## src/sv/lphj_pkg.sv

```systemverilog
// Package with shared types, constants and register indexes for the hash join table.
package lphj_pkg;

	localparam int LOG2_MAX_BUCKETS = 10;
	localparam int STORE_DEPTH = 1 << LOG2_MAX_BUCKETS;
	localparam int IDX_W = LOG2_MAX_BUCKETS;
	localparam int SLOT_W = 64;
	localparam int CNT_W = 48;
	localparam int SUM_W = 64;
	localparam int CFG_IDX_W = 3;
	localparam int CFG_DATA_W = 32;
	localparam int QUEUE_DEPTH = 2;

	localparam logic [3:0] BUCKET_BITS_RST = 4'd10;
	localparam logic [31:0] EMPTY_KEY_RST = 32'hFFFF_FFFF;
	localparam logic [31:0] HASH_MULT_RST = 32'd2654435761;
	localparam logic [31:0] VAL_MULT_RST = 32'd42;
	localparam logic [CNT_W-1:0] COUNT_MAX = {CNT_W{1'b1}};

	typedef enum logic [2:0] {
		CFG_BUCKET_BITS = 3'd0,
		CFG_EMPTY_KEY = 3'd1,
		CFG_HASH_MULT = 3'd2,
		CFG_VAL_MULT = 3'd3,
		CFG_KEEP_FULL = 3'd4
	} cfg_idx_t;

	typedef enum logic [1:0] {
		OP_CLEAR = 2'd0,
		OP_INSERT = 2'd1,
		OP_PROBE = 2'd2,
		OP_NONE = 2'd3
	} op_t;

	typedef struct packed {
		logic [1:0] op;
		logic [31:0] key;
	} in_item_t;

	typedef struct packed {
		logic found;
		logic [31:0] match_value;
		logic status;
		logic [47:0] match_count;
		logic [63:0] value_sum;
	} out_item_t;

	// Classified work handed from front to back.
	typedef struct packed {
		op_t op;
		logic [31:0] skey;
		logic [31:0] empty;
		logic [31:0] value;
		logic [IDX_W-1:0] hash;
		logic [IDX_W-1:0] mask;
	} job_t;

	typedef enum logic [2:0] {
		ST_IDLE,
		ST_CLEAR,
		ST_READ,
		ST_WAIT,
		ST_CHECK,
		ST_DONE
	} back_state_t;

	function automatic logic [3:0] used_bits(input logic [3:0] b);
		logic [3:0] r;
		r = b;
		if (b == 4'd0) r = 4'd1;
		if (b > 4'(LOG2_MAX_BUCKETS)) r = 4'(LOG2_MAX_BUCKETS);
		return r;
	endfunction

endpackage

```

## src/sv/lphj_front.sv

```systemverilog
// Front end: holds configuration, hashes and classifies items into jobs.
module lphj_front import lphj_pkg::*; (
	input logic clk,
	input logic arst_n,
	input logic cfg_we,
	input logic [CFG_IDX_W-1:0] cfg_idx,
	input logic [CFG_DATA_W-1:0] cfg_data,
	input logic in_valid,
	output logic in_ready,
	input in_item_t in_item,
	output logic job_valid,
	input logic job_ready,
	output job_t job
);

	logic [3:0] bucket_bits_q;
	logic [31:0] empty_key_q, hash_mult_q, val_mult_q;
	logic keep_full_q;
	logic busy_s1;
	in_item_t item_s1;
	logic [31:0] hprod_s1, vprod_s1;
	logic [3:0] bits;
	logic [IDX_W-1:0] mask;
	logic [31:0] mask32;

	always_ff @(posedge clk or negedge arst_n) begin
		if (!arst_n) begin
			bucket_bits_q <= BUCKET_BITS_RST;
			empty_key_q <= EMPTY_KEY_RST;
			hash_mult_q <= HASH_MULT_RST;
			val_mult_q <= VAL_MULT_RST;
			keep_full_q <= 1'b1;
		end else if (cfg_we) begin
			unique case (cfg_idx)
				CFG_BUCKET_BITS: bucket_bits_q <= cfg_data[3:0];
				CFG_EMPTY_KEY: empty_key_q <= cfg_data;
				CFG_HASH_MULT: hash_mult_q <= cfg_data;
				CFG_VAL_MULT: val_mult_q <= cfg_data;
				CFG_KEEP_FULL: keep_full_q <= cfg_data[0];
				default: ;
			endcase
		end
	end

	assign in_ready = !busy_s1 || job_ready;
	assign job_valid = busy_s1;

	always_ff @(posedge clk or negedge arst_n) begin
		if (!arst_n) begin
			busy_s1 <= 1'b0;
		end else if (in_ready) begin
			busy_s1 <= in_valid;
		end
	end

	always_ff @(posedge clk) begin
		if (in_ready && in_valid) begin
			item_s1 <= in_item;
			hprod_s1 <= in_item.key * hash_mult_q;
			vprod_s1 <= in_item.key * val_mult_q;
		end
	end

	always_comb begin
		bits = used_bits(bucket_bits_q);
		mask32 = (32'd1 << bits) - 32'd1;
		mask = mask32[IDX_W-1:0];
		job.op = op_t'(item_s1.op);
		job.skey = keep_full_q ? item_s1.key : (item_s1.key & mask32);
		job.empty = keep_full_q ? empty_key_q : (empty_key_q & mask32);
		job.value = vprod_s1;
		job.hash = IDX_W'(hprod_s1 >> (6'd32 - {2'b00, bits}));
		job.mask = mask;
	end

endmodule

```

## config.mk

```make
export PLATFORM = sky130hd
export DESIGN_NAME = lphj_front
export DESIGN_NICKNAME = d
export VERILOG_FILES = /design/src/sv/lphj_pkg.sv /design/src/sv/lphj_front.sv
export SDC_FILE = /design/constraint.sdc
export NUM_CORES = 2
export LEC_CHECK = 0
export ABC_AREA = 1
export BUFFER_PORTS_ARGS = -buffer_cell sky130_fd_sc_hd__buf_2
export CORE_MARGIN = 4
export CORE_UTILIZATION = 59
export CTS_CLUSTER_SIZE = 14
export DETAILED_ROUTE_END_ITERATION = 12
export GPL_TIMING_DRIVEN = 0
export HOLD_SLACK_MARGIN = 0.08
export PLACE_DENSITY = 0.8
export SETUP_SLACK_MARGIN = 0.1
export SLEW_MARGIN = 5
export SYNTH_ARGS = -nofsm -noshare
export SYNTH_HDL_FRONTEND = slang
export SYNTH_SLANG_ARGS = --single-unit
```

## constraint.sdc

```tcl
create_clock -name clk -period 6.1 [get_ports clk]
set_input_delay 0.61 -clock clk [delete_from_list [all_inputs] [get_ports clk]]
set_output_delay 0.61 -clock clk [all_outputs]
set_load 0.03 [all_outputs]
```

# Word-level counts from Yosys, hierarchy flattened
# Index checks and enable logic that the tools add are counted.
# classes
bitwise	2
multipliers	2
n_shift	2
n_lt_le_gt_ge	1
reduce_logical	10
n_eq_ne	4
n_mux	4
add_sub_neg	2
# ops
op	count
$and 32x32->32	2
$mul 32x32->32	2
$mux 32	2
$shl 1x4->32 const A	1
$shr 32x6->10	1
$sub 32x1->32 const B	1
$reduce_and 2->1	5
$mux 4	2
$eq 3x2->1 const B	2
$sub 6x4->6 const A	1
$gt 4x4->1 const B	1
$logic_not 4->1	1
$eq 3x1->1 const B	1
$eq 3x3->1 const B	1
$logic_not 3->1	1
$logic_and 1x1->1	1
$logic_not 1->1	1
$logic_or 1x1->1	1
# word_totals
in_bits	74
register_bits	200
word_cells	37
out_inout_bits	120

# Longest topological paths before layout
# depth
word_depth	7
depth_mapped	34
ltp_nobuf	32

# Worst setup path before layout
# No wires, ideal clock.
# synth_path
path_kind	input -> register
start	input in_item[7] (netlist bit)
end	register hprod_s1[27] (data pin)
arrival_time_ns	6.700
path_stages	27
path_slack_ns	-0.859
t_required_ns	5.841
setup_time_ns	0.259
path_cell_list	clkbuf_1 clkbuf_1 buf_1 nand2_1 fa_1 inv_1 fa_1 fa_1 inv_1 fa_1 inv_1 fa_1 inv_1 fa_1 inv_1 fa_1 fa_1 ha_1 nand2_1 nor2_1 nor3b_1 nand4_1 nand3_1 nand3_1 nand2_1 a21oi_1 xnor2_1
# synth_via
elab_chain_len	1
# synth_lines
item	line_no	text
from (decl)	lphj_front.sv:10	input in_item_t in_item,
$mul 32x32->32	lphj_front.sv:59	hprod_s1 <= in_item.key * hash_mult_q;
to (signal assigned)	lphj_front.sv:59	
to (decl)	lphj_front.sv:21	logic [31:0] hprod_s1, vprod_s1;
# Every way passes these cells.
# A chain may end at the register's enable or synchronous reset.

# Worst setup path after layout
# layout_path
start	input in_item[12] (netlist bit)
end	register vprod_s1[31] (data pin)
# layout_via
elab_chain_len	1
# layout_lines
item	line_no	text
$mul 32x32->32	lphj_front.sv:60	vprod_s1 <= in_item.key * val_mult_q;
to (signal assigned)	lphj_front.sv:60	
to (decl)	lphj_front.sv:21	
# Every way passes these cells.

==> impl_metrics.ini <==
[detailed_routing]
drt_pass1_iterations = 8
top_layer = met5
post_drt_wl_per_cell_um = 24.34
avgViaCountPerCell = 5.627
initialDrtViolationCount = 4287
drt_wl_total_um = 162900
via_count = 37660
m1WireLength_um = 55620
antenna_left = 0
drc = 0
wl_met3_um = 23230
wl_met2_um = 69060

[timing]
fin_skew_ns = 0.01388
fmax_ghz = 0.1453
rsz0062_at_grt = true
slew_headroom = 0.3078
finalCritPeriodShare = 1.129
tightestPinTransition_ns = 1.038
final_hold_viol_count = 0
setup_violations = 31
tns_ns = -14.28
slew_violations = 0
setup_ws_ns = -0.7839
fin_crit_ns = 6.884

[critical_path]
crit_buf_inv = 9
r2r_end = hprod_s1[28]
slowest_delay_ns = 0.56
cp_common_cell = fa_1
worstPathMaxFanout = 10
critPathSlowestCell = fa_2
r2r_cells = 20
critPathTopFamily = adder cells
cp-end-kind = flop
critPathLaunchType = input pin
cp.required_ns = 6.37
r2r_start = hash_mult_q[10]
path_depth = 29
r2r_setup_slack_ns = -0.78
worstSetupPathType = input pin to flop
worstPathArrival_ns = 7.15

[placed_design]
dpl.hpwl_um = 123200
io_buffers = 193
place.gp.congestion = 1.075

[global_routing]
grt_pass1_wl_um = 238200
overflow = 0
antenna_found_initial = 7
grtUsageTotal = 0.4367
grt_pass1_vias = 38630
grt_max_degree = 63

[flow_run]
drv_cap = 0

[clock_network]
numCtsBuffers = 17
h-tree-depth = 4
clk_pin_slew_ns = 0.09
clock_path_buffers = 2
clock-sinks = 199
cts_tree = yes
clock_latency_ns = 0.51
root_buffer = clkbuf_16

[run_status]
outcome = finished with violations
violations = negative setup slack

[synth]
synth_ff_type = edfxtp_1
syn_area_um2 = 42050
ys_types = 55
avgSynthCellArea_um2 = 7.825
ys_ff_latch = 199
synth_edf_count = 97
synth_warnings = 0
ys_seq_area_frac = 0.1317
syn_inst = 5374
synth_fp_nets = 6518
async_flop_share = 0.5126

[final_layout]
area_delta_synth_final_pct = 17.69
utilization = 0.7031
layout_common_cells = nand2_1 (1539), inv_1 (1523), fa_1 (777), buf_2 (200), ha_1 (198)
nets = 6879
final_common_cell = nand2_1
drive_gt1_frac = 0.1741

[floorplanning]
core-area_um2 = 70390
io_pins = 194
start_util = 0.5974
num_rows = 97
die_y_um = 275.0
die_area_um2 = 75610
fp.dieW_um = 275.0

[worst_hold_path]
hp-class = input pin to asynchronous set/reset pin
==> state kept, by name, summed over array words and instances (netlist names) <==
signal,cells
bucket_bits_q,4
keep_full_q,1
vprod_s1,32
job_valid,1
hash_mult_q,32
empty_key_q,32
val_mult_q,32
item_s1,32
job,2
hprod_s1,31
==> layer usage <==
layer | global-route usage | up-vias
met2 | 0.6446 | 2707
met3 | 0.1527 | 759
met4 | 0.3137 | 8
li1 | - | 15930
met5 | 0 | -
met1 | 0.5352 | 18260
==> cell type report <==
cell class	count	area [µm²]
clock inverter	13	117.6
tap	940	1176
clock buffer	19	432.9
timing repair buffer	355	2481
inverter	1582	5949
buffer	252	2679
antenna	5	12.51
sequential	199	5563
fill	5558	20900
multi-input combinational	3328	31080
==> through the flow <==
| stage | std cells | instance area [µm²] | worst slack [ns] | hold slack [ns] |
|---|---|---|---|---|
| after floorplan | 5374 | 42480 | -0.4640 | 0.3144 |
| after global placement | 6507 | 44620 | -2.823 | 0.4713 |
| after detailed placement | 6512 | 44750 | -2.433 | 0.4754 |
| after CTS | 6626 | 48100 | -0.6919 | 0.1786 |
| after global routing | 6688 | 49480 | -0.9923 | 0.2305 |
| final | 6693 | 49490 | -0.7839 | 0.1787 |
==> cell usage after synthesis (15+ instances only) <==
cell / n / share of area
a21oi_1: 65 / 0.0077
buf_1: 63 / 0.0056
buf_2: 29 / 0.0035
clkbuf_1: 161 / 0.014
dfrtp_1: 45 / 0.027
dfstp_2: 57 / 0.036
edfxtp_1: 97 / 0.069
fa_1: 816 / 0.39
ha_1: 254 / 0.076
inv_1: 1568 / 0.14
nand2_1: 1591 / 0.14
nand3_1: 105 / 0.012
nand3b_1: 18 / 0.0032
nor2_1: 86 / 0.0077
nor2_2: 15 / 0.0022
o21ai_0: 149 / 0.018
o21ai_1: 30 / 0.0036
xnor2_1: 46 / 0.0096
xor2_1: 58 / 0.012
==> worst reg2reg max path, stage by stage, from the launching register on <==
cell      delay [ns]
dfrtp_2         0.56
clkbuf_4        0.33
nand2_1         0.09
fa_1            0.49
inv_1           0.06
fa_1            0.63
inv_1           0.09
fa_1            0.56
inv_1           0.06
fa_1            0.49
fa_1            0.57
fa_1            0.43
fa_1            0.53
fa_1            0.47
ha_4            0.34
nand2_1         0.10
nor2_1          0.23
nand2_2         0.09
o211ai_1        0.22
a21oi_1         0.17
xor2_1          0.16
==> cell families after synthesis <==
logic type,synth area share
xor gates and xnor gates,0.02166
buffers and inverters,0.1678
muxes,0.0009521
AOI/OAI and AO/OA,0.03805
adders and majority gates,0.4640
DFF,0.1317
other,0.00008917
and+or+nand+nor,0.1758
==> worst max-delay path by stage <==
stage	startpoint	endpoint	slack (ns)
2_1_floorplan	in_item[11]	vprod_s1[31]	-0.46
3_3_place_gp	in_valid	hprod_s1[12]	-2.82
3_5_place_dp	in_item[3]	vprod_s1[31]	-2.43
4_1_cts	val_mult_q[5]	vprod_s1[31]	-0.69
5_1_grt	val_mult_q[5]	vprod_s1[31]	-0.99
6_report	in_item[12]	vprod_s1[31]	-0.78
==> repair_timing <==
action | in CTS | in global routing
setup endpoints to repair | 46 | 42
setup buffers | 95 | 61
hold buffers | 0 | 0
pin swaps | 115 | 141
resized for setup | 609 | 235
gates cloned | 0 | 2
Power is not shown: default switching activity piles up to over one toggle a cycle in this logic, so the estimate is an artifact.
