**src/sv/lphj_pkg.sv**
```systemverilog
// Package with shared types, constants and register indexes for the hash join table.
package lphj_pkg;

	localparam int LOG2_MAX_BUCKETS = 10;
	localparam int STORE_DEPTH = 1 << LOG2_MAX_BUCKETS;
	localparam int IDX_W = LOG2_MAX_BUCKETS;
	localparam int SLOT_W = 64;
	localparam int CNT_W = 48;
	localparam int SUM_W = 64;
	localparam int CFG_IDX_W = 3;
	localparam int CFG_DATA_W = 32;
	localparam int QUEUE_DEPTH = 2;

	localparam logic [3:0] BUCKET_BITS_RST = 4'd10;
	localparam logic [31:0] EMPTY_KEY_RST = 32'hFFFF_FFFF;
	localparam logic [31:0] HASH_MULT_RST = 32'd2654435761;
	localparam logic [31:0] VAL_MULT_RST = 32'd42;
	localparam logic [CNT_W-1:0] COUNT_MAX = {CNT_W{1'b1}};

	typedef enum logic [2:0] {
		CFG_BUCKET_BITS = 3'd0,
		CFG_EMPTY_KEY = 3'd1,
		CFG_HASH_MULT = 3'd2,
		CFG_VAL_MULT = 3'd3,
		CFG_KEEP_FULL = 3'd4
	} cfg_idx_t;

	typedef enum logic [1:0] {
		OP_CLEAR = 2'd0,
		OP_INSERT = 2'd1,
		OP_PROBE = 2'd2,
		OP_NONE = 2'd3
	} op_t;

	typedef struct packed {
		logic [1:0] op;
		logic [31:0] key;
	} in_item_t;

	typedef struct packed {
		logic found;
		logic [31:0] match_value;
		logic status;
		logic [47:0] match_count;
		logic [63:0] value_sum;
	} out_item_t;

	// Classified work handed from front to back.
	typedef struct packed {
		op_t op;
		logic [31:0] skey;
		logic [31:0] empty;
		logic [31:0] value;
		logic [IDX_W-1:0] hash;
		logic [IDX_W-1:0] mask;
	} job_t;

	typedef enum logic [2:0] {
		ST_IDLE,
		ST_CLEAR,
		ST_READ,
		ST_WAIT,
		ST_CHECK,
		ST_DONE
	} back_state_t;

	function automatic logic [3:0] used_bits(input logic [3:0] b);
		logic [3:0] r;
		r = b;
		if (b == 4'd0) r = 4'd1;
		if (b > 4'(LOG2_MAX_BUCKETS)) r = 4'(LOG2_MAX_BUCKETS);
		return r;
	endfunction

endpackage

```
**src/sv/lphj_queue.sv**
```systemverilog
// Small FIFO of classified jobs between front and back.
module lphj_queue import lphj_pkg::*; (
	input logic clk,
	input logic arst_n,
	input logic wr_valid,
	output logic wr_ready,
	input job_t wr_job,
	output logic rd_valid,
	input logic rd_ready,
	output job_t rd_job
);

	localparam int PTR_W = $clog2(QUEUE_DEPTH);

	job_t slots_q [QUEUE_DEPTH];
	logic [PTR_W-1:0] wptr_q, rptr_q;
	logic [PTR_W:0] cnt_q;
	logic push, pop;

	assign wr_ready = cnt_q != (PTR_W+1)'(QUEUE_DEPTH);
	assign rd_valid = cnt_q != '0;
	assign rd_job = slots_q[rptr_q];
	assign push = wr_valid && wr_ready;
	assign pop = rd_valid && rd_ready;

	always_ff @(posedge clk or negedge arst_n) begin
		if (!arst_n) begin
			wptr_q <= '0;
			rptr_q <= '0;
			cnt_q <= '0;
		end else begin
			if (push) wptr_q <= wptr_q + 1'b1;
			if (pop) rptr_q <= rptr_q + 1'b1;
			cnt_q <= cnt_q + (PTR_W+1)'(push) - (PTR_W+1)'(pop);
		end
	end

	always_ff @(posedge clk) begin
		if (push) slots_q[wptr_q] <= wr_job;
	end

endmodule

```
**config.mk**
```make
export PLATFORM = sky130hd
export DESIGN_NAME = lphj_queue
export DESIGN_NICKNAME = d
export VERILOG_FILES = /design/src/sv/lphj_pkg.sv /design/src/sv/lphj_queue.sv
export SDC_FILE = /design/constraint.sdc
export NUM_CORES = 1
export LEC_CHECK = 0
export BUFFER_PORTS_ARGS = -buffer_cell sky130_fd_sc_hd__buf_4
export CORE_ASPECT_RATIO = 1.25
export CORE_MARGIN = 3
export CORE_UTILIZATION = 50
export DETAILED_ROUTE_END_ITERATION = 7
export PLACE_DENSITY = 0.77
export SYNTH_ARGS = -nofsm -noshare
export SYNTH_HDL_FRONTEND = slang
export SYNTH_SLANG_ARGS = --single-unit
```
**constraint.sdc**
```tcl
create_clock -name clk -period 8.9 [get_ports clk]
set_clock_uncertainty 0.15 [all_clocks]
set_input_delay 0 -clock clk [delete_from_list [all_inputs] [get_ports clk]]
set_output_delay 0 -clock clk [all_outputs]
set_load 0.05 [all_outputs]
```
After elaboration in Yosys (flattened, before gate mapping)

Memories as Yosys holds them, arrays and structs flattened.
Index checks and enable logic that the tools add are counted.

Output and inout port bits: 120
Register bits after elaboration: 4
Logic and storage cells: 14
Memories kept: 1
Memory bits (writable): 236
Bits of input ports: 122

Memory list:

| memory  | words | width | rd ports | clocked after Yosys merged registers in | write ports | RTL line         | text |
|---|---|---|---|---|---|---|---|
| slots_q | 2     | 118   | 1        | 0                                       | 1           | lphj_queue.sv:15 | `job_t slots_q [QUEUE_DEPTH];` |

$add $sub $neg: 4
Reductions and logical operators: 3
Multiplexer cells: 2
Equality and inequality tests: 1

Operator list:

| kind                  | number |
|---|---|
| $add A1 B1 Y1 const B | 2 |
| $add A2 B1 Y2         | 1 |
| $logic_and A1 B1 Y1   | 2 |
| $mux W1               | 2 |
| $ne A2 B2 Y1 const B  | 1 |
| $reduce_bool A2 Y1    | 1 |
| $sub A2 B1 Y2         | 1 |

Logic depth before layout (Yosys ltp)

Gate-level depths: netlist of run 1.

Depth after elaboration: 4
Gate-level depth with buffers: 5
Depth with buffers taken out: 5

Worst setup path before layout of run 1

Ideal clock, no wire load.

Path kind: register to register
From: register cnt_q[0]
To: memory slots_q[0][0] (netlist name) (enable)
Cell stages (with the launch flop): 4
Slack: 2.183 ns
Required time: 8.153 ns
Path buffers: 0
Clock period less this slack: 6.717 ns
Arrival time: 5.970 ns
Library setup time: 0.597 ns
Cell sequence: dfrtp_1 > nand2b_1 > nand2_1 > nor2_1

Cells in the longest elaborated chain, start to end: 4

Ends and longest elaborated chain:

| what                          | RTL line         | text |
|---|---|---|
| start: declaration            | lphj_queue.sv:17 | `logic [PTR_W:0] cnt_q;` |
| start signal: assignment      | lphj_queue.sv:34 | `cnt_q <= cnt_q + (PTR_W+1)'(push) - (PTR_W+1)'(pop);` |
| $ne A2 B2 Y1                  | lphj_queue.sv:20 | `assign wr_ready = cnt_q != (PTR_W+1)'(QUEUE_DEPTH);` |
| net wr_ready                  | lphj_queue.sv:6  | `output logic wr_ready,` |
| $logic_and A1 B1 Y1           | lphj_queue.sv:23 | `assign push = wr_valid && wr_ready;` |
| $mux W1                       | lphj_queue.sv:39 | `if (push) slots_q[wptr_q] <= wr_job;` |
| $mux W1 (implied by the code) | lphj_queue.sv:39 |  |
| end: declaration              | lphj_queue.sv:15 |  |

The timed path passes the listed nets, and every way through them passes these cells.

==> results of run 1 <==
-- synth_stat cells (all sizes together) --
cell,count
nor2b,1
dfrtp,4
nand2,2
a211oi,1
xnor2,3
ha,1
nand2b,1
a32oi,1
buf,13
a21bo,1
nor2,3
or2,1
mux2,118
and3,1
o21ai,1
nand3,1
edfxtp,236
-- power breakdown --
part | internal, mW | total [mW] | switching, mW
Sequential | 1.55 | 1.65 | 0.101
Clock | 0.509 | 0.895 | 0.386
Combinational | 0.652 | 1.97 | 1.32
-- layer usage --
metal | vias up | track usage, % | wire [um]
met1 | 2471 | 22.0 | 6880
met3 | 36 | 4.20 | 1200
met2 | 193 | 36.4 | 10500
met5 | - | 0 | 0
met4 | 0 | 6.79 | 541
li1 | 2316 | - | -
-- worst max path at each step --
stage | cells after the start | slack (ps) | start | to
after floorplan | 3 | 2180 | cnt_q[0]$_DFF_PN0_ | slots_q[0][0]$_DFFE_PP_
after global placement | 3 | 6260 | cnt_q[0]$_DFF_PN0_ | slots_q[1][19]$_DFFE_PP_
after detailed placement | 3 | 6130 | cnt_q[0]$_DFF_PN0_ | slots_q[1][38]$_DFFE_PP_
after CTS | 3 | 5740 | rptr_q$_DFFE_PN0P_ | rd_job[50]
after global routing | 3 | 5650 | rptr_q$_DFFE_PN0P_ | rd_job[117]
final | 3 | 5800 | rptr_q$_DFFE_PN0P_ | rd_job[50]
-- registers in the layout, summed over array words and instances (netlist names) --
register	count
slots_q	236
wptr_q	1
rptr_q	1
cnt_q	2
-- stage by stage --
stage               total power, mW  util, %  instances  setup WS, ps  area, um^2
finish                         4.52     74.5       1006          5800       12700
global route                   4.70     74.5       1006          5650       12700
CTS                            4.55     74.5       1004          5740       12700
detailed placement             3.60     63.2        841          6130       10800
global placement               3.56     63.2        841          6260       10800
floorplan                      3.11        -        389          2180        8780
-- kinds of logic (layout without fill, tap and decap cells) --
family	count (synthesis)	in the layout
flops	240	240
mux	118	118
buf+inv	13	408
simple gates	10	10
compound gates	4	4
xor+xnor	3	3
fa+ha+maj	1	1
other cells	0	2
-- repair_timing --
| action | CTS | global route |
|---|---|---|
| gates resized for setup | 0 | 0 |
| endpoints found under the hold margin | 267 | 0 |
| setup endpoints to repair | 0 | 0 |
| hold buffers | 122 | 0 |
-- area by class of cell --
class,instances,share of cell area [%]
antenna,2,0.0394
clock buffer,28,5.02
clock inverter,13,0.513
multi-input combinational,136,11.5
sequential,240,56.6
tap,220,2.17
timing repair buffer,367,24.1
==> impl_metrics.toml, run 1 <==
[sta]
drv_slew = 0
min_period_ps = 3100
grt_setup_unrepaired = "false"
worst_slew_pin_slew_ps = 1100
finalHoldViolations = 0
slew_headroom_pct = 26.7
fmax_mhz = 323
setup_tns_ps = 0
period_share_pct = 34.8
setup_viol = 0
hold_ws_ps = 75.2

[logic_synthesis]
yosys_warnings = 0
ys_ff_latch = 240
synthMuxAreaShare_pct = 15.1
mappedNetlistArea_um2 = 8780
synth_adder_area_share_pct = 0.142
postSynthAreaPerCell_um2 = 22.6
synthXorXnorAreaFrac_pct = 0.299
synth_top_family_by_area = "multiplexers"
yosysTopAreaCellShare_pct = 80.7
synth_nets = 512
synth-simple-area-share_pct = 0.556
post_synth_num_cell_types = 17
yosys.area.top_type = "edfxtp_1"
seq_area_frac_synth_pct = 81.8
synth_compound_area_share_pct = 0.356
synthCells = 389
synth.top_cells.by_area = "edfxtp_1, mux2_2, buf_6"

[setup_path]
r2r_setup_slack_ps = 6170
r2r-start = "cnt_q[0]$_DFF_PN0_"
critPathLaunchType = "flop"
arrival_ps = 2950
critPathMostFrequentCell = "buf_4"
critPathMaxStageDelay_ps = 840
critPathKind = "reg -> out"
critPathTopFamily = "buffers and inverters"
rr_endpoint = "slots_q[1][22]$_DFFE_PP_"
reg2reg_depth = 3
worstPathRequired_ps = 8750
crit_chain = "buf_4, mux2_2, buf_4"
cp_num_buf_inv = 2
end_kind = "output port"
cp_max_fo = 77
cpMaxStageDelayCell = "buf_4"

[clock_tree]
cts_setup_buffers = 0
cts_sinks = 240
cts_buffers = 24
cts-root-buf = "clkbuf_16"
tritoncts = "done"
cts.path.max_buffers = 3
worst_skew_pair.late_latency_ps = 490
cts_max_level = 1
cts.reportedPaths.clkPinSlew_ps = 60

[grt]
grt_usage_pct = 19.5
grt_max_degree = 78
first_global_vias = 5630
grt_pass1_wl_mm = 29.7
antenna_found_initial = 2
grt_overflow_total = 0

[floorplan]
fp.dieW_um = 125
pin_count = 242
die_y_um = 154
start_util_pct = 51.5
coreArea_um2 = 17000
fp.dieArea_um2 = 19200
rows = 53

[min_path]
min_to = "slots_q[0][116]$_DFFE_PP_"
holdPathStages = 2
hold_path.class = "in -> reg"
min_from = "wr_job[116]"

[routing]
drtPass1Iterations = 4
via_count = 5016
drc = 0
wirelength_mm = 19.2
vias_per_cell = 4.99
route.antenna.remaining_nets = 0
wire_per_inst_um = 19.0
drt_iter0_drc = 292

[flow_run]
maxCapViolations = 0

[layout]
drive_gt1_share_pct = 50.9
multi_input_comb_area_um2 = 1460
syn_to_final_growth_pct = 44.6
num-fill-cells = 926
nets = 892
mostFrequentLayoutCells = "buf_4, edfxtp_1, dlygate4sd3_1"
register_area_um2 = 7190
final_common_cell = "buf_4"

[run_status]
status = "finished, final reports clean"

[power_and_ir_drop]
leakagePower_nw = 4.79
peakVddDrop_mv = 0.279
powerDensity_nw_per_um2 = 356

[placement]
hpwl_mm = 11.2
portBuffers = 241
gp_congestion = 0.733
Power figures use the tool's default switching activity.
==> inputs of run 2 (changes only) <==
Settings changed: ABC_AREA from default to 1, CORE_UTILIZATION 50 to 47, PLACE_DENSITY 0.77 to 0.76.
Clock period 8.9 ns to 2.85 ns, I/O delays scaled along.
==> impl_metrics.toml, run 2 <==
[logic_synthesis]
post_synth_num_cell_types = 13
yosys.area.top_type = "edfxtp_1"
yosysTopAreaCellShare_pct = 80.5
synth_common_cells = "nand2_1, edfxtp_1, buf_2"
synth_most_common_cell = "nand2_1"
synthArstFlopShare_pct = 1.67
seq_area_frac_synth_pct = 81.7
synth-edff-count = 236
synth.top_cells.by_area = "edfxtp_1, nand2_1, dfrtp_1"
postSynthAreaPerCell_um2 = 13.6
synth_flop_cell = "edfxtp_1"
mappedNetlistArea_um2 = 8800
yosys_warnings = 0
synth_nets = 771
ys_ff_latch = 240
synthCells = 648

[layout]
utilization_pct = 70.2
mostFrequentLayoutCells = "nand2_1, buf_4, edfxtp_1"
final_common_cell = "nand2_1"
reg.largest.list = "slots_q x236, cnt_q x2"
nets = 1141
stdcell_count = 1264
syn_to_final_growth_pct = 45.5
top_register = "slots_q"
largest_reg_flops = 236
stdcell_area_um2 = 12800
drive_gt1_share_pct = 27.8

[run_status]
status = "finished, final reports clean"

[routing]
drc = 0
wire_per_inst_um = 16.2
drt_iter0_drc = 425
route.antenna.remaining_nets = 0
via_count = 6068
wirelength_mm = 20.5
drtPass1Iterations = 5
vias_per_cell = 4.80

[clock_tree]
cts.reportedPaths.clkPinSlew_ps = 60
cts_max_level = 1
cts_sinks = 240
cts_buffers = 23
cts-root-buf = "clkbuf_16"
cts.path.max_buffers = 3
tritoncts = "done"
worst_skew_pair.late_latency_ps = 480

[floorplan]
start_util_pct = 48.2
die_y_um = 159
fp.dieArea_um2 = 20400
coreArea_um2 = 18200
rows = 55
fp.dieW_um = 128
pin_count = 242

[sta]
setup_viol = 0
min_period_ps = 2580
setup_tns_ps = 0
period_share_pct = 90.5
fmax_mhz = 388
drv_slew = 0
grt_setup_unrepaired = "false"
hold_ws_ps = 84.9
worst_slack_ps = 270
finalHoldViolations = 0
slew_headroom_pct = 62.0
worst_slew_pin_slew_ps = 571

[min_path]
hold_path.class = "in -> reg"

[setup_path]
end_kind = "output port"
rr_endpoint = "rptr_q$_DFFE_PN0P_"
reg2reg_depth = 3
cp_max_fo = 52
critPathLaunchType = "flop"
arrival_ps = 2430
cp-endpoint = "rd_job[28]"
startpoint = "rptr_q$_DFFE_PN0P_"
r2r_setup_slack_ps = 960
critPathKind = "reg -> out"
r2r-start = "rptr_q$_DFFE_PN0P_"
worstPathRequired_ps = 2700

[placement]
gp_congestion = 0.772
hpwl_mm = 12.1
portBuffers = 241
dp_worst_setup_slack_ps = 796
placed_area_um2 = 10900
dp.cells = 1099

[grt]
busiest_layer = "met2"
grt_pass1_wl_mm = 31.8
grt_max_degree = 91
antenna_found_initial = 1
use_met2_pct = 35.4
grt_overflow_total = 0
grt_usage_pct = 19.5
use_met3_pct = 3.29
first_global_vias = 6343
grtUsageMet1_pct = 22.6

[power_and_ir_drop]
leakagePower_nw = 5.44
power_mw = 15.1
peakVddDrop_mv = 0.817
powerDensity_nw_per_um2 = 1180

[flow_run]
maxCapViolations = 0
[run 2: changes by cell type after synthesis, sizes merged, moves of 2 or more]
cell / before / now
xnor2: 3 / 0
nor2: 3 / 5
inv: 0 / 8
mux2: 118 / 0
nand2: 2 / 363
buf: 13 / 26
[run 2: cell families after synthesis]
kind of cell	after synthesis	share of synthesized area, %
buffers and inverters	34	2.15
AND/OR/NAND/NOR	370	15.8
XOR/XNOR	1	0.0996
flip-flops	240	81.7
AO/OA/AOI/OAI	2	0.114
adder cells (fa/ha/maj)	1	0.142
[run 2: routing by layer]
metal / share of wire, % / vias up
li1: - / 2916
met3: 6.2 / 49
met5: 0 / -
met4: 3.3 / 0
met2: 54 / 228
met1: 37 / 2875
[run 2: repair_timing]
action                                  CTS  global route
setup buffers                             0             0
endpoints found under the hold margin   244             0
hold buffers                            122             0
gates resized for setup                   0             0
endpoints found under the setup margin    0             0
[run 2: critical path, stage by stage, from the launching register on]
cell and delay (ps):
dfrtp_4 670, inv_4 500, buf_4 350, nand2_1 110, nand2_1 90, buf_4 200
[run 2: layout make-up]
class	count	area (um^2)
diodes	2	5.00
clock buffers	31	606
clock inverters	10	103
fillers	1194	5430
inverters	8	32.5
multi-input cells	374	1450
flip-flops and latches	240	7190
well taps	228	285
repair buffers	371	3130
[run 2: worst min-delay path by stage]
stage	slack (ps)	cells past startpoint	start	to
6_report	80	2	wr_job[0]	slots_q[1][0]$_DFFE_PP_
5_1_grt	70	2	wr_job[61]	slots_q[0][61]$_DFFE_PP_
4_1_cts	60	2	wr_job[19]	slots_q[0][19]$_DFFE_PP_
3_5_place_dp	-340	1	arst_n	cnt_q[0]$_DFF_PN0_
3_3_place_gp	-340	1	arst_n	wptr_q$_DFFE_PN0P_
2_1_floorplan	-450	0	arst_n	cnt_q[0]$_DFF_PN0_
[run 2: power breakdown]
| part | switching (mW) | total [mW] | internal (mW) |
|---|---|---|---|
| combinational | 5.28 | 7.15 | 1.87 |
| sequential | 0.290 | 5.11 | 4.82 |
| clock | 1.20 | 2.87 | 1.67 |
| total | 6.77 | 15.1 | 8.36 |
==> inputs of run 3 (changes only) <==
Settings changed: CORE_UTILIZATION 47 to 49, CTS_BUF_LIST from default to sky130_fd_sc_hd__clkbuf_8, PLACE_DENSITY 0.76 to 0.78.
==> impl_metrics.toml, run 3 (synthesized netlist as in run 2, its figures left out) <==
[floorplan]
fp.dieArea_um2 = 19600
start_util_pct = 50.1
pin_count = 242
die_y_um = 156
rows = 54
coreArea_um2 = 17600
fp.dieW_um = 126

[sta]
drv_slew = 0
slew_headroom_pct = 58.8
setup_viol = 0
worst_slew_pin_slew_ps = 618
min_period_ps = 2240
period_share_pct = 78.7
finalHoldViolations = 0
hold_ws_ps = 71.4
grt_setup_unrepaired = "false"
fmax_mhz = 446
setup_tns_ps = 0

[grt]
grt_max_degree = 119
antenna_found_initial = 2
busiest_layer = "met2"
grt_overflow_total = 0
use_met2_pct = 36.5
grt_usage_pct = 20.0
first_global_vias = 6293
grt_pass1_wl_mm = 31.0
use_met3_pct = 5.10
grtUsageMet1_pct = 22.1

[layout]
top_register = "slots_q"
utilization_pct = 72.5
drive_gt1_share_pct = 28.1
syn_to_final_growth_pct = 44.8
nets = 1153
largest_reg_flops = 236
final_common_cell = "nand2_1"
reg.largest.list = "slots_q x236, cnt_q x2"
num-fill-cells = 1109
mostFrequentLayoutCells = "nand2_1, buf_4, edfxtp_1"
stdcell_count = 1280

[setup_path]
crit_cells = 5
arrival_ps = 2090
worstPathRequired_ps = 2700
critPathTopFamily = "buffers and inverters"
critPathLaunchType = "flop"
reg2reg_depth = 4
critPathKind = "reg -> out"
critPathMaxStageDelay_ps = 500
cp_num_buf_inv = 3
end_kind = "output port"
crit_chain = "inv_4, buf_4, nand2_1, nand2_1, buf_4"
cp_max_fo = 36
cpMaxStageDelayCell = "dfrtp_4"

[clock_tree]
cts_resized = 0
tritoncts = "done"
cts_max_level = 2
cts.reportedPaths.clkPinSlew_ps = 70
cts_setup_buffers = 0
cts-root-buf = "clkbuf_8"
cts_sinks = 240
worst_skew_pair.late_latency_ps = 490
cts.path.max_buffers = 3
hold_buffers = 122
cts_buffers = 36

[routing]
drc = 0
route.antenna.remaining_nets = 0
via_count = 6179
drt_iter0_drc = 422
drtPass1Iterations = 5
wire_per_inst_um = 15.9
wirelength_mm = 20.3
vias_per_cell = 4.83

[placement]
hpwl_mm = 11.3
dp.cells = 1094
gp_congestion = 0.751
portBuffers = 241

[power_and_ir_drop]
powerDensity_nw_per_um2 = 1160
leakagePower_nw = 5.47
peakVddDrop_mv = 0.934

[flow_run]
maxCapViolations = 0

[min_path]
holdPathStages = 2
hold_path.class = "in -> reg"

[run_status]
status = "finished, final reports clean"
==> run 3: cell count changes in the layout (fill, tap and decap cells not counted), sizes merged <==
| cell | before | now |
|---|---|---|
| diode | 2 | 3 |
| clkinvlp | 2 | 0 |
| bufinv | 2 | 1 |
| inv | 8 | 19 |
| buf | 249 | 248 |
| clkinv | 6 | 10 |
| clkbuf | 31 | 39 |
==> run 3: worst paths after layout <==
kind | startpoint | endpoint | slack, ps
setup / recovery | rptr_q$_DFFE_PN0P_ | rd_job[20] | 610
hold / removal | wr_job[116] | slots_q[0][116]$_DFFE_PP_ | 70
setup reg to reg | cnt_q[1]$_DFF_PN0_ | slots_q[1][8]$_DFFE_PP_ | 1010
hold reg to reg | cnt_q[0]$_DFF_PN0_ | cnt_q[0]$_DFF_PN0_ | 420
max in group asynchronous | arst_n | rptr_q$_DFFE_PN0P_ | 2060
min in group asynchronous | arst_n | wptr_q$_DFFE_PN0P_ | 270
==> run 3: layout make-up <==
type / instances / area, um^2 / area share, %
inverters: 8 / 32.5 / 0.255
well taps: 224 / 280 / 2.20
diodes: 3 / 7.51 / 0.0589
clock inverters: 22 / 110 / 0.864
flip-flops and latches: 240 / 7190 / 56.4
repair buffers: 370 / 3130 / 24.6
clock buffers: 39 / 537 / 4.21
multi-input cells: 374 / 1450 / 11.4
==> run 3: routing by layer <==
layer	share of wire (%)	vias to the layer above
met5	0.034	-
met2	55	241
met1	35	2936
li1	-	2947
met3	6.7	53
met4	3.2	2
==> run 3: report_power, final <==
group | total, mW | leakage, nW | switching [mW] | internal (mW)
clock network | 2.53 | 0.371 | 1.18 | 1.34
registers | 5.02 | 2.24 | 0.203 | 4.82
logic | 7.26 | 2.87 | 5.38 | 1.88
total | 14.8 | 5.47 | 6.76 | 8.05
==> run 3: stage by stage <==
stage	total power, mW	worst slack, ps	area, um^2
2_1_floorplan	10.0	-196	8830
3_3_place_gp	12.1	1090	10900
3_5_place_dp	12.2	1060	10900
4_1_cts	14.8	606	12700
5_1_grt	15.5	481	12700
6_report	14.8	607	12700
